<file path="config.mk">
export PLATFORM = sky130hd
export DESIGN_NAME = two_channel_moving_average_scaler
export DESIGN_NICKNAME = d
export VERILOG_FILES = /design/src/tcmas_pkg.sv /design/src/two_channel_moving_average_scaler.sv /design/src/tcmas_front.sv /design/src/tcmas_queue.sv /design/src/tcmas_back.sv
export SDC_FILE = /design/constraint.sdc
export NUM_CORES = 2
export LEC_CHECK = 0
export ABC_AREA = 1
export BUFFER_PORTS_ARGS = -buffer_cell sky130_fd_sc_hd__buf_2
export CAP_MARGIN = 20
export CORE_MARGIN = 2
export CORE_UTILIZATION = 68
export DETAILED_ROUTE_END_ITERATION = 16
export GPL_TIMING_DRIVEN = 0
export PLACE_DENSITY = 0.91
export SLEW_MARGIN = 10
export SYNTH_ARGS = -nofsm -noshare
export SYNTH_HDL_FRONTEND = slang
export SYNTH_SLANG_ARGS = --single-unit
</file>
<file path="constraint.sdc">
create_clock -name clk_i -period 19.4 [get_ports clk_i]
set_input_delay 1.94 -clock clk_i [delete_from_list [all_inputs] [get_ports clk_i]]
set_output_delay 1.94 -clock clk_i [all_outputs]
set_load 0.005 [all_outputs]
</file>
<file path="src/tcmas_pkg.sv">
package tcmas_pkg;

  localparam int SAMPLE_W = 16;
  localparam int GAIN_W   = 24;
  localparam int OFFSET_W = 32;
  localparam int SCALED_W = 40;
  localparam int COUNT_W  = 32;
  localparam int MODE_W   = 2;
  localparam int CFG_IDX_W  = 2;
  localparam int CFG_DATA_W = 32;

  localparam int IN_TDATA_W  = 16;
  localparam int OUT_TDATA_W = 136;
  localparam int OUT_TUSER_W = 3;

  localparam int QUEUE_DEPTH = 2;
  localparam int QPTR_W      = 1;

  localparam logic [MODE_W-1:0] MODE_START_FAIL = 2'd0;
  localparam logic [MODE_W-1:0] MODE_READ_FAIL  = 2'd1;
  localparam logic [MODE_W-1:0] MODE_GOOD       = 2'd2;

  localparam logic [CFG_IDX_W-1:0] REG_GAIN_VOLTAGE   = 2'd0;
  localparam logic [CFG_IDX_W-1:0] REG_OFFSET_VOLTAGE = 2'd1;
  localparam logic [CFG_IDX_W-1:0] REG_GAIN_CURRENT   = 2'd2;
  localparam logic [CFG_IDX_W-1:0] REG_OFFSET_CURRENT = 2'd3;

  localparam logic signed [GAIN_W-1:0] GAIN_RESET = 24'sd4096;

  typedef struct packed {
    logic                       ch;
    logic                       good;
    logic signed [SAMPLE_W-1:0] sample;
    logic [COUNT_W-1:0]         good_cnt;
    logic [COUNT_W-1:0]         fault_cnt;
  } job_t;

  typedef struct packed {
    logic signed [GAIN_W-1:0]   gain_v;
    logic signed [OFFSET_W-1:0] offset_v;
    logic signed [GAIN_W-1:0]   gain_c;
    logic signed [OFFSET_W-1:0] offset_c;
  } cfg_t;

  typedef struct packed {
    logic                       ch;
    logic                       sample_valid;
    logic signed [SAMPLE_W-1:0] raw_value;
    logic signed [SAMPLE_W-1:0] average;
    logic signed [SCALED_W-1:0] scaled;
    logic                       status;
    logic [COUNT_W-1:0]         good_count;
    logic [COUNT_W-1:0]         fault_count;
  } res_t;

endpackage

</file>
<file path="src/two_channel_moving_average_scaler.sv">
// Takes one converter event per request and alternates between the voltage and current
// channels on every event. A good conversion enters that channel's ring of WINDOW_LENGTH
// samples; the running sum is divided by the number of samples held with a one-bit-per-cycle
// divider. A bus error event skips the divider and the scaling steps and goes straight to
// the output state. A two-entry queue in front lets new events be accepted while one is
// being processed, and the result register lets the next event start while a result waits.
// Configuration registers should only be written while no event is in flight.
module two_channel_moving_average_scaler
  import tcmas_pkg::*;
#(
  parameter int WINDOW_LENGTH = 4
) (
  input  logic                   clk_i,
  input  logic                   rst_ni,
  input  logic                   s_axis_tvalid,
  output logic                   s_axis_tready,
  input  logic [IN_TDATA_W-1:0]  s_axis_tdata,  // raw_sample
  input  logic [MODE_W-1:0]      s_axis_tuser,  // mode
  output logic                   m_axis_tvalid,
  input  logic                   m_axis_tready,
  // raw_value, average, scaled_value, good_count, fault_count
  output logic [OUT_TDATA_W-1:0] m_axis_tdata,
  output logic [OUT_TUSER_W-1:0] m_axis_tuser,  // channel, sample_valid, status
  input  logic                   cfg_we_i,
  input  logic [CFG_IDX_W-1:0]   cfg_index_i,
  input  logic [CFG_DATA_W-1:0]  cfg_data_i
);

  cfg_t cfg_q;
  job_t push_job, head_job;
  res_t res;
  logic push, full, head_valid, pop;

  always_ff @(posedge clk_i or negedge rst_ni) begin
    if (!rst_ni) begin
      cfg_q.gain_v   <= GAIN_RESET;
      cfg_q.offset_v <= '0;
      cfg_q.gain_c   <= GAIN_RESET;
      cfg_q.offset_c <= '0;
    end else if (cfg_we_i) begin
      case (cfg_index_i)
        REG_GAIN_VOLTAGE:   cfg_q.gain_v   <= cfg_data_i[GAIN_W-1:0];
        REG_OFFSET_VOLTAGE: cfg_q.offset_v <= cfg_data_i[OFFSET_W-1:0];
        REG_GAIN_CURRENT:   cfg_q.gain_c   <= cfg_data_i[GAIN_W-1:0];
        REG_OFFSET_CURRENT: cfg_q.offset_c <= cfg_data_i[OFFSET_W-1:0];
        default: ;
      endcase
    end
  end

  tcmas_front u_front (
    .clk_i    (clk_i),
    .rst_ni   (rst_ni),
    .valid_i  (s_axis_tvalid),
    .ready_o  (s_axis_tready),
    .mode_i   (s_axis_tuser),
    .sample_i (s_axis_tdata[SAMPLE_W-1:0]),
    .full_i   (full),
    .push_o   (push),
    .job_o    (push_job)
  );

  tcmas_queue u_queue (
    .clk_i   (clk_i),
    .rst_ni  (rst_ni),
    .push_i  (push),
    .data_i  (push_job),
    .full_o  (full),
    .pop_i   (pop),
    .valid_o (head_valid),
    .data_o  (head_job)
  );

  tcmas_back #(
    .WINDOW_LENGTH (WINDOW_LENGTH)
  ) u_back (
    .clk_i       (clk_i),
    .rst_ni      (rst_ni),
    .job_valid_i (head_valid),
    .job_i       (head_job),
    .job_pop_o   (pop),
    .cfg_i       (cfg_q),
    .res_valid_o (m_axis_tvalid),
    .res_ready_i (m_axis_tready),
    .res_o       (res)
  );

  assign m_axis_tdata = {res.fault_count, res.good_count, res.scaled, res.average,
                         res.raw_value};
  assign m_axis_tuser = {res.status, res.sample_valid, res.ch};

`ifndef SYNTHESIS
  assert property (@(posedge clk_i) disable iff (!rst_ni)
    m_axis_tvalid |-> (m_axis_tuser[1] != m_axis_tuser[2]))
    else $error("result carries both or neither of sample_valid and status");

  assert property (@(posedge clk_i) disable iff (!rst_ni)
    (m_axis_tvalid && m_axis_tuser[2]) |-> (m_axis_tdata[71:0] == 72'd0))
    else $error("bus error result carries nonzero sample data");
`endif

endmodule

</file>
<file path="src/tcmas_front.sv">
module tcmas_front
  import tcmas_pkg::*;
(
  input  logic                clk_i,
  input  logic                rst_ni,
  input  logic                valid_i,
  output logic                ready_o,
  input  logic [MODE_W-1:0]   mode_i,
  input  logic [SAMPLE_W-1:0] sample_i,
  input  logic                full_i,
  output logic                push_o,
  output job_t                job_o
);

  logic               ch_q, ch_d;
  logic [COUNT_W-1:0] good_q, good_d;
  logic [COUNT_W-1:0] fault_q, fault_d;
  logic               good;

  // Modes other than a good conversion, including the unused code, count as bus errors.
  assign good    = (mode_i == MODE_GOOD);
  assign ready_o = !full_i;
  assign push_o  = valid_i && !full_i;

  assign good_d  = good_q + COUNT_W'(good);
  assign fault_d = fault_q + COUNT_W'(!good);
  assign ch_d    = !ch_q;

  always_comb begin
    job_o.ch        = ch_q;
    job_o.good      = good;
    job_o.sample    = good ? $signed(sample_i) : '0;
    job_o.good_cnt  = good_d;
    job_o.fault_cnt = fault_d;
  end

  always_ff @(posedge clk_i or negedge rst_ni) begin
    if (!rst_ni) begin
      ch_q    <= 1'b0;
      good_q  <= '0;
      fault_q <= '0;
    end else if (push_o) begin
      ch_q    <= ch_d;
      good_q  <= good_d;
      fault_q <= fault_d;
    end
  end

endmodule

</file>
<file path="src/tcmas_queue.sv">
module tcmas_queue
  import tcmas_pkg::*;
(
  input  logic clk_i,
  input  logic rst_ni,
  input  logic push_i,
  input  job_t data_i,
  output logic full_o,
  input  logic pop_i,
  output logic valid_o,
  output job_t data_o
);

  job_t              mem_q [QUEUE_DEPTH];
  logic [QPTR_W-1:0] wptr_q, rptr_q;
  logic [QPTR_W:0]   count_q;

  assign full_o  = (count_q == (QPTR_W+1)'(QUEUE_DEPTH));
  assign valid_o = (count_q != '0);
  assign data_o  = mem_q[rptr_q];

  always_ff @(posedge clk_i) begin
    if (push_i) begin
      mem_q[wptr_q] <= data_i;
    end
  end

  always_ff @(posedge clk_i or negedge rst_ni) begin
    if (!rst_ni) begin
      wptr_q  <= '0;
      rptr_q  <= '0;
      count_q <= '0;
    end else begin
      if (push_i) begin
        wptr_q <= wptr_q + 1'b1;
      end
      if (pop_i) begin
        rptr_q <= rptr_q + 1'b1;
      end
      if (push_i && !pop_i) begin
        count_q <= count_q + 1'b1;
      end else if (pop_i && !push_i) begin
        count_q <= count_q - 1'b1;
      end
    end
  end

endmodule

</file>
<file path="src/tcmas_back.sv">
module tcmas_back
  import tcmas_pkg::*;
#(
  parameter int WINDOW_LENGTH = 4
) (
  input  logic clk_i,
  input  logic rst_ni,
  input  logic job_valid_i,
  input  job_t job_i,
  output logic job_pop_o,
  input  cfg_t cfg_i,
  output logic res_valid_o,
  input  logic res_ready_i,
  output res_t res_o
);

  localparam int PosW  = (WINDOW_LENGTH > 1) ? $clog2(WINDOW_LENGTH) : 1;
  localparam int FillW = $clog2(WINDOW_LENGTH + 1);
  localparam int SumW  = SAMPLE_W + $clog2(WINDOW_LENGTH) + 1;
  localparam int Depth = 2 * WINDOW_LENGTH;
  localparam int AddrW = $clog2(Depth);
  localparam int CntW  = $clog2(SumW + 1);
  localparam logic [PosW-1:0]  LastPos   = PosW'(WINDOW_LENGTH - 1);
  localparam logic [FillW-1:0] FullLevel = FillW'(WINDOW_LENGTH);
  localparam logic [AddrW-1:0] RowOffset = AddrW'(WINDOW_LENGTH);

  typedef enum logic [6:0] {
    ST_IDLE  = 7'b0000001,
    ST_FETCH = 7'b0000010,
    ST_DIV   = 7'b0000100,
    ST_SIGN  = 7'b0001000,
    ST_MUL   = 7'b0010000,
    ST_ADD   = 7'b0100000,
    ST_OUT   = 7'b1000000
  } state_e;

  state_e state_q, state_d;

  logic signed [SAMPLE_W-1:0] mem [Depth];
  logic signed [SAMPLE_W-1:0] rd_q;
  logic [AddrW-1:0]           rd_addr, wr_addr;
  logic                       mem_we;

  logic [PosW-1:0]        pos_q  [2];
  logic [FillW-1:0]       fill_q [2];
  logic signed [SumW-1:0] sum_q  [2];

  job_t job_q;

  logic [SumW-1:0]  dvd_q;
  logic [FillW-1:0] rem_q, divisor_q;
  logic             neg_q;
  logic [CntW-1:0]  cnt_q;

  logic signed [SAMPLE_W-1:0] avg_q;
  logic signed [SCALED_W-1:0] prod_q, scaled_q;

  res_t res_q;
  logic res_valid_q;

  logic                       cur_ch;
  logic signed [SAMPLE_W-1:0] old_val;
  logic signed [SumW-1:0]     sum_d;
  logic [FillW-1:0]           fill_d;
  logic [PosW-1:0]            pos_d;
  logic [FillW:0]             trial;
  logic                       qbit;
  logic [SumW-1:0]            quot_signed;
  logic signed [GAIN_W-1:0]   gain_sel;
  logic signed [OFFSET_W-1:0] offset_sel;
  logic signed [SCALED_W-1:0] prod_d;
  logic                       out_free;

  assign cur_ch = job_q.ch;

  assign rd_addr = job_i.ch ? (RowOffset + AddrW'(pos_q[1])) : AddrW'(pos_q[0]);
  assign wr_addr = cur_ch ? (RowOffset + AddrW'(pos_q[1])) : AddrW'(pos_q[0]);
  assign mem_we  = (state_q == ST_FETCH);

  always_ff @(posedge clk_i) begin
    if (mem_we) begin
      mem[wr_addr] <= job_q.sample;
    end
    rd_q <= mem[rd_addr];
  end

  // Entries that were never written read as zero while the ring is still filling.
  assign old_val = (fill_q[cur_ch] == FullLevel) ? rd_q : '0;
  assign sum_d   = sum_q[cur_ch] - SumW'(old_val) + SumW'(job_q.sample);
  assign fill_d  = (fill_q[cur_ch] == FullLevel) ? FullLevel : fill_q[cur_ch] + 1'b1;
  assign pos_d   = (pos_q[cur_ch] == LastPos) ? '0 : pos_q[cur_ch] + 1'b1;

  assign trial = {rem_q, dvd_q[SumW-1]};
  assign qbit  = (trial >= {1'b0, divisor_q});

  assign quot_signed = neg_q ? (~dvd_q + 1'b1) : dvd_q;

  assign gain_sel   = cur_ch ? cfg_i.gain_c : cfg_i.gain_v;
  assign offset_sel = cur_ch ? cfg_i.offset_c : cfg_i.offset_v;
  assign prod_d     = avg_q * gain_sel;

  assign out_free  = !res_valid_q || res_ready_i;
  assign job_pop_o = (state_q == ST_IDLE) && job_valid_i;

  always_comb begin
    state_d = state_q;
    case (state_q)
      ST_IDLE: begin
        if (job_valid_i) begin
          state_d = job_i.good ? ST_FETCH : ST_OUT;
        end
      end
      ST_FETCH: state_d = ST_DIV;
      ST_DIV: begin
        if (cnt_q == CntW'(1)) begin
          state_d = ST_SIGN;
        end
      end
      ST_SIGN: state_d = ST_MUL;
      ST_MUL:  state_d = ST_ADD;
      ST_ADD:  state_d = ST_OUT;
      ST_OUT: begin
        if (out_free) begin
          state_d = ST_IDLE;
        end
      end
      default: state_d = ST_IDLE;
    endcase
  end

  always_ff @(posedge clk_i or negedge rst_ni) begin
    if (!rst_ni) begin
      state_q     <= ST_IDLE;
      res_valid_q <= 1'b0;
      for (int c = 0; c < 2; c++) begin
        pos_q[c]  <= '0;
        fill_q[c] <= '0;
        sum_q[c]  <= '0;
      end
    end else begin
      state_q <= state_d;
      if (state_q == ST_FETCH) begin
        pos_q[cur_ch]  <= pos_d;
        fill_q[cur_ch] <= fill_d;
        sum_q[cur_ch]  <= sum_d;
      end
      if ((state_q == ST_OUT) && out_free) begin
        res_valid_q <= 1'b1;
      end else if (res_ready_i) begin
        res_valid_q <= 1'b0;
      end
    end
  end

  always_ff @(posedge clk_i) begin
    if (job_pop_o) begin
      job_q <= job_i;
    end
    case (state_q)
      ST_FETCH: begin
        neg_q     <= sum_d[SumW-1];
        dvd_q     <= sum_d[SumW-1] ? SumW'(-sum_d) : SumW'(sum_d);
        rem_q     <= '0;
        divisor_q <= fill_d;
        cnt_q     <= CntW'(SumW);
      end
      ST_DIV: begin
        rem_q <= qbit ? FillW'(trial - {1'b0, divisor_q}) : trial[FillW-1:0];
        dvd_q <= {dvd_q[SumW-2:0], qbit};
        cnt_q <= cnt_q - 1'b1;
      end
      ST_SIGN: avg_q    <= quot_signed[SAMPLE_W-1:0];
      ST_MUL:  prod_q   <= prod_d;
      ST_ADD:  scaled_q <= prod_q + SCALED_W'(offset_sel);
      ST_OUT: begin
        if (out_free) begin
          res_q.ch           <= job_q.ch;
          res_q.sample_valid <= job_q.good;
          res_q.raw_value    <= job_q.sample;
          res_q.average      <= job_q.good ? avg_q : '0;
          res_q.scaled       <= job_q.good ? scaled_q : '0;
          res_q.status       <= !job_q.good;
          res_q.good_count   <= job_q.good_cnt;
          res_q.fault_count  <= job_q.fault_cnt;
        end
      end
      default: ;
    endcase
  end

  assign res_valid_o = res_valid_q;
  assign res_o       = res_q;

endmodule

</file>
### Word level (Yosys, flattened, before mapping)

Memories as Yosys holds them, arrays and structs flattened. A register that Yosys moved wholly into a read port is not among the register bits.
Cells that the tools add are included.

| storage, ports and cells | value |
|---|---|
| register bits after elaboration | 585 |
| memory bits (writable) | 292 |
| bits of input ports | 57 |
| output and inout bits | 141 |
| logic and storage cells | 151 |
| memories | 2 |

| cells by class | value |
|---|---|
| $add $sub $neg | 16 |
| $mul | 1 |
| order comparisons | 3 |
| equal/unequal tests | 18 |
| multiplexer cells | 45 |
| bitwise operators | 2 |
| reduce and logical (&&, ||, !) cells | 25 |

Memory list:

| memory | depth | width | read ports | clocked after Yosys merged registers in | write ports | RTL line | RTL |
|---|---|---|---|---|---|---|---|
| u_queue.mem_q | 2 | 82 | 1 | 0 | 1 | tcmas_queue.sv:14 | `job_t mem_q [QUEUE_DEPTH];` |
| u_back.mem | 8 | 16 | 1 | 1 | 1 | tcmas_back.sv:39 | `logic signed [SAMPLE_W-1:0] mem [Depth];` |

Operators with widths:

| kind | number |
|---|---|
| $mux 19 | 5 |
| $add 32x1->32 | 2 |
| $pmux 7 s7 | 1 |
| $mux 16 | 3 |
| $add 40x32->40 | 1 |
| $mul 16x24->40 | 1 |
| $bwmux 38 | 1 |
| $pmux 19 s2 | 1 |
| $mux 32 | 1 |
| $mux 7 | 4 |
| $mux 24 | 1 |
| $mux 3 | 8 |
| $add 19x16->19 | 1 |
| $demux 19 s1 | 1 |
| $neg 19->19 | 1 |
| $sub 19x16->19 | 1 |
| $add 16x1->16 const B | 1 |
| $not 16->16 | 1 |
| $mux 2 | 7 |
| $eq 2x2->1 const B | 5 |
| $pmux 5 s2 | 1 |
| $reduce_and 2->1 | 5 |
| $reduce_bool 2->1 | 4 |
| $eq 7x1->1 const B | 1 |
| 32 further kinds | 52 |

### Logic depth before layout (Yosys ltp)

| logic depth | value |
|---|---|
| depth after elaboration | 11 |
| gate-level depth with buffers | 30 |
| gate-level depth less buffers | 28 |

### Hierarchy

From an unflattened synthesis, not the netlist that was laid out.

| second synthesis, totals | value |
|---|---|
| cell total of the unflattened synthesis | 5,432 |
| area, all modules | 54,046.8 sq um |

By module, submodules not included:

| module | instances | cells each | area each (sq um) |
|---|---|---|---|
| tcmas_back | 1 | 3,974 | 38,534.5 |
| tcmas_queue | 1 | 280 | 6,473.7 |
| two_channel_moving_average_scaler | 1 | 498 | 4,549.4 |
| tcmas_front | 1 | 680 | 4,489.3 |

### Worst setup path after synthesis

OpenSTA, ideal clock, no wires.

| timing | value |
|---|---|
| path kind | in2reg |
| from | input port m_axis_tready |
| to | register u_back.res_q, in the netlist u_back.res_o[0] (enable) |
| setup time | 0.639 ns |
| data arrival time | 7.733 ns |
| data required time | 18.761 ns |
| slack | 11.029 ns |
| stages on the path | 2 |
| cell sequence | nor2_1 nor2_1 |

| between the ends | value |
|---|---|
| word-level cells in the longest chain between the ends | 2 |

RTL lines:

| what | RTL line | RTL |
|---|---|---|
| start: declaration | two_channel_moving_average_scaler.sv:20 | `input logic m_axis_tready,` |
| $logic_or 1x1->1 | tcmas_back.sv:102 | `assign out_free = !res_valid_q \|\| res_ready_i;` |
| $reduce_and 2->1 (no source line) | - |  |
| end: declaration | tcmas_back.sv:58 | `res_t res_q;` |

No other way between the ends.
A chain may end at the register's enable or synchronous reset.

### Final worst setup path

| timing | value |
|---|---|
| from | register u_back.job_q, in the netlist u_back.cur_ch |
| to | register u_back.prod_q[38] (data pin) |

| between the ends | value |
|---|---|
| word-level cells in the longest chain between the ends | 2 |

RTL lines:

| what | RTL line | RTL |
|---|---|---|
| start: declaration | tcmas_back.sv:48 | `job_t job_q;` |
| start signal: assignment | tcmas_back.sv:157 | `job_q <= job_i;` |
| $mux 24 | tcmas_back.sv:98 | `assign gain_sel = cur_ch ? cfg_i.gain_c : cfg_i.gain_v;` |
| $mul 16x24->40 | tcmas_back.sv:100 | `assign prod_d = avg_q * gain_sel;` |
| named net u_back.prod_d[38] | tcmas_back.sv:71 | `logic signed [SCALED_W-1:0] prod_d;` |
| end signal: assignment | tcmas_back.sv:173 | `ST_MUL: prod_q <= prod_d;` |
| end: declaration | tcmas_back.sv:56 | `logic signed [SCALED_W-1:0] prod_q, scaled_q;` |

The timed path passes the listed nets, and every way through them passes these cells.

==> out/metrics.cfg <==
[global_routing]
grt_max_degree = 91
use_met2_pct = 63.3
grt_overflow_total = 0
grtUsageTotal_pct = 38.7
grt_busiest_layer = met2
met3_usage_pct = 10.0
grt_pass1_vias = 41826
antenna_found_initial = 4
grt_pass1_wl_um = 231000
use_met1_pct = 46.0

[placed_design]
dp_slack_ns = 11.43
dpl.hpwl_um = 110000
place.gp.congestion = 1.04
io_buffers = 197

[floorplanning]
num_rows = 101
dieArea_sq_um = 79600
die_w_um = 282
chipHeight_um = 282
coreArea_sq_um = 76200
io_pins = 198
initial_utilization_pct = 69.0

[sta]
final_hold_viol_count = 0
fmax_mhz = 123
slew_violations = 0
setup_ws_ns = 11.25
fin_crit_sh_pct = 42.0
slew_headroom_pct = 17.9
period_needed_ns = 8.15
finalSetupViolCount = 0
rsz0062_at_grt = no
worst_slew_pin_slew_ns = 1.22
tns_ns = 0
fin_skew_ns = 0.0369

[clock_network]
cts-root-buf = clkbuf_16
postCtsSetupRepairBufs = 0
cts_buffers = 89
cts_sinks = 893
clkTransAtPathRegs_ns = 0.08
htreeDepth = 3
clockBufferDepth = 3
tritoncts = done
clk_latency_ns = 0.66
ctsHoldBuffers = 0
cts_resized = 0

[route]
wire_per_inst_um = 22.3
first_pass_iters = 8
drc = 0
vias_per_cell = 6.00
ant_nets = 0
vias = 40563
dr.first_iter.drc_count = 4805
routed_wl_um = 151000

[synthesis]
syn-cell-area_sq_um = 52600
ys.flop_type = edfxtp_1
yosysUniqueCellTypes = 56
synth_edf_count = 640
synth.avg_cell_area_sq_um = 9.88
ys_warn_count = 0
synthTopCellsByCount = 1368 x nand2_1, 846 x inv_1, 640 x edfxtp_1, 419 x nor2_1, 394 x fa_1
syn-num-nets = 5945
synthArstFlopShare_pct = 26.5
yosysTopAreaCell = edfxtp_1
ys_top_cells_by_area = edfxtp_1 37%, fa_1 15%, dfrtp_1 11%
yosysSeqAreaShare_pct = 48.4
synth_top_cell_area_share_pct = 36.5
ys_ff_latch = 893
synthCells = 5324
synth.most_common_cell = nand2_1

[critical_path]
worstReg2RegStart = u_back.cur_ch$_DFFE_PP_
worst-path-stages = 23
path_common_cell = fa_1
cp_data_required_time_ns = 19.86
crit_type = flop to flop
critical_path_arrival_ns = 8.62
crit_fanout = 10
r2r_end = u_back.prod_q[38]$_DFFE_PN_
crit_slowest_cell = o21ai_1
r2r_slack_ns = 11.25
cp-start-kind = flop
critPathCaptureType = flop
crit_start = u_back.cur_ch$_DFFE_PP_
slowest_delay_ns = 0.87
r2r_cells = 23
path_cells = inv_2 -> clkbuf_1 -> clkbuf_1 -> o21ai_1 -> clkinv_1 -> nand2_1 -> fa_1 -> inv_1 -> fa_1 -> fa_1 -> fa_1 -> fa_1 -> inv_1 -> fa_1 -> inv_1 -> ha_1 -> nand2_1 -> nor2_1 -> inv_1 -> nor4_1 -> nand4_1 -> nand3_1 -> xor2_1
path_buf_inv = 8
cp-endpoint = u_back.prod_q[38]$_DFFE_PN_
path_delay_family = adder cells

[run_status]
status = complete, no violations

[final_layout]
layout.nets = 6272
area_delta_synth_final_pct = 11.4
fillers = 4678
drive_gt1_share_pct = 8.77

[run]
maxCapViolations = 0

[hold_path]
hp-class = flop to flop

worst min-delay path by stage:
stage                                 endpoint  slack, ns  cells after the start                       start
floorplan            u_back.res_o[0]$_DFFE_PP_       0.40                      0   u_back.job_q[0]$_DFFE_PP_
global placement    u_back.res_o[17]$_DFFE_PP_       0.40                      0  u_back.job_q[17]$_DFFE_PP_
detailed placement  u_back.res_o[14]$_DFFE_PP_       0.40                      0  u_back.job_q[14]$_DFFE_PP_
CTS                 u_back.res_o[25]$_DFFE_PP_       0.40                      0  u_back.job_q[25]$_DFFE_PP_
global route        u_back.res_o[25]$_DFFE_PP_       0.41                      0  u_back.job_q[25]$_DFFE_PP_
finish              u_back.res_o[25]$_DFFE_PP_       0.40                      0  u_back.job_q[25]$_DFFE_PP_
flip-flops by register name, summed over array words and instances (netlist names), 38 cells and up:
| name | count |
|---|---|
| u_queue.mem_q | 164 |
| u_back.res_o | 139 |
| u_back.sum_q | 38 |
| u_back.scaled_q | 40 |
| cfg_q | 112 |
| u_back.mem | 128 |
| u_back.prod_q | 40 |
| u_back.job_q | 81 |
layout make-up:
type,count,area (sq um),area share (%)
inverters,866,3250,5.55
flip-flops and latches,893,25500,43.5
well taps,1030,1290,2.20
clock inverters,48,543,0.927
clock buffers,119,2500,4.27
plain buffers,160,632,1.08
multi-input cells,3405,23300,39.8
diodes,1,2.50,0.00427
repair buffers,236,1590,2.71
routing by layer:
layer  up-vias  part of all wire (%)  wire [um]
li1      17566                     -          -
met4         4                   7.4      11100
met2      2864                    47      71200
met5         -                 0.015         22
met1     19415                    33      50300
met3       714                    12      17900
through the flow:
step	instance area (sq um)	util [%]	instances	hold WS (ns)
after floorplan	52600	-	5324	0.400
after global routing	58600	76.9	6757	0.408
final	58600	76.9	6758	0.397
after global placement	54900	72.0	6551	0.403
after CTS	58600	76.9	6755	0.396
after detailed placement	55500	72.9	6588	0.405
cell usage in the layout (no fill, tap or decap), drive strengths merged, types with 170 or more instances in the layout:
master,n
nand2,1371
dfrtp,234
fa,394
nor2,429
edfxtp,640
inv,862
ha,170
buf,260
o21ai,369
clkbuf,255
cells by family (layout without fill, tap and decap cells):
family	count (synthesis)	count (layout)	share of synthesized area, %
flip-flops	893	893	48.4
other	0	1	0
AO/OA/AOI/OAI	609	609	6.38
AND/OR/NAND/NOR	2055	2055	15.8
buffers and inverters	1026	1429	7.38
XOR/XNOR	177	177	2.95
adder cells (fa/ha/maj)	564	564	19.0
Power is left out: the tool's default activity adds up to more than one toggle a clock period on the data nets, which glitch-free logic cannot reach.
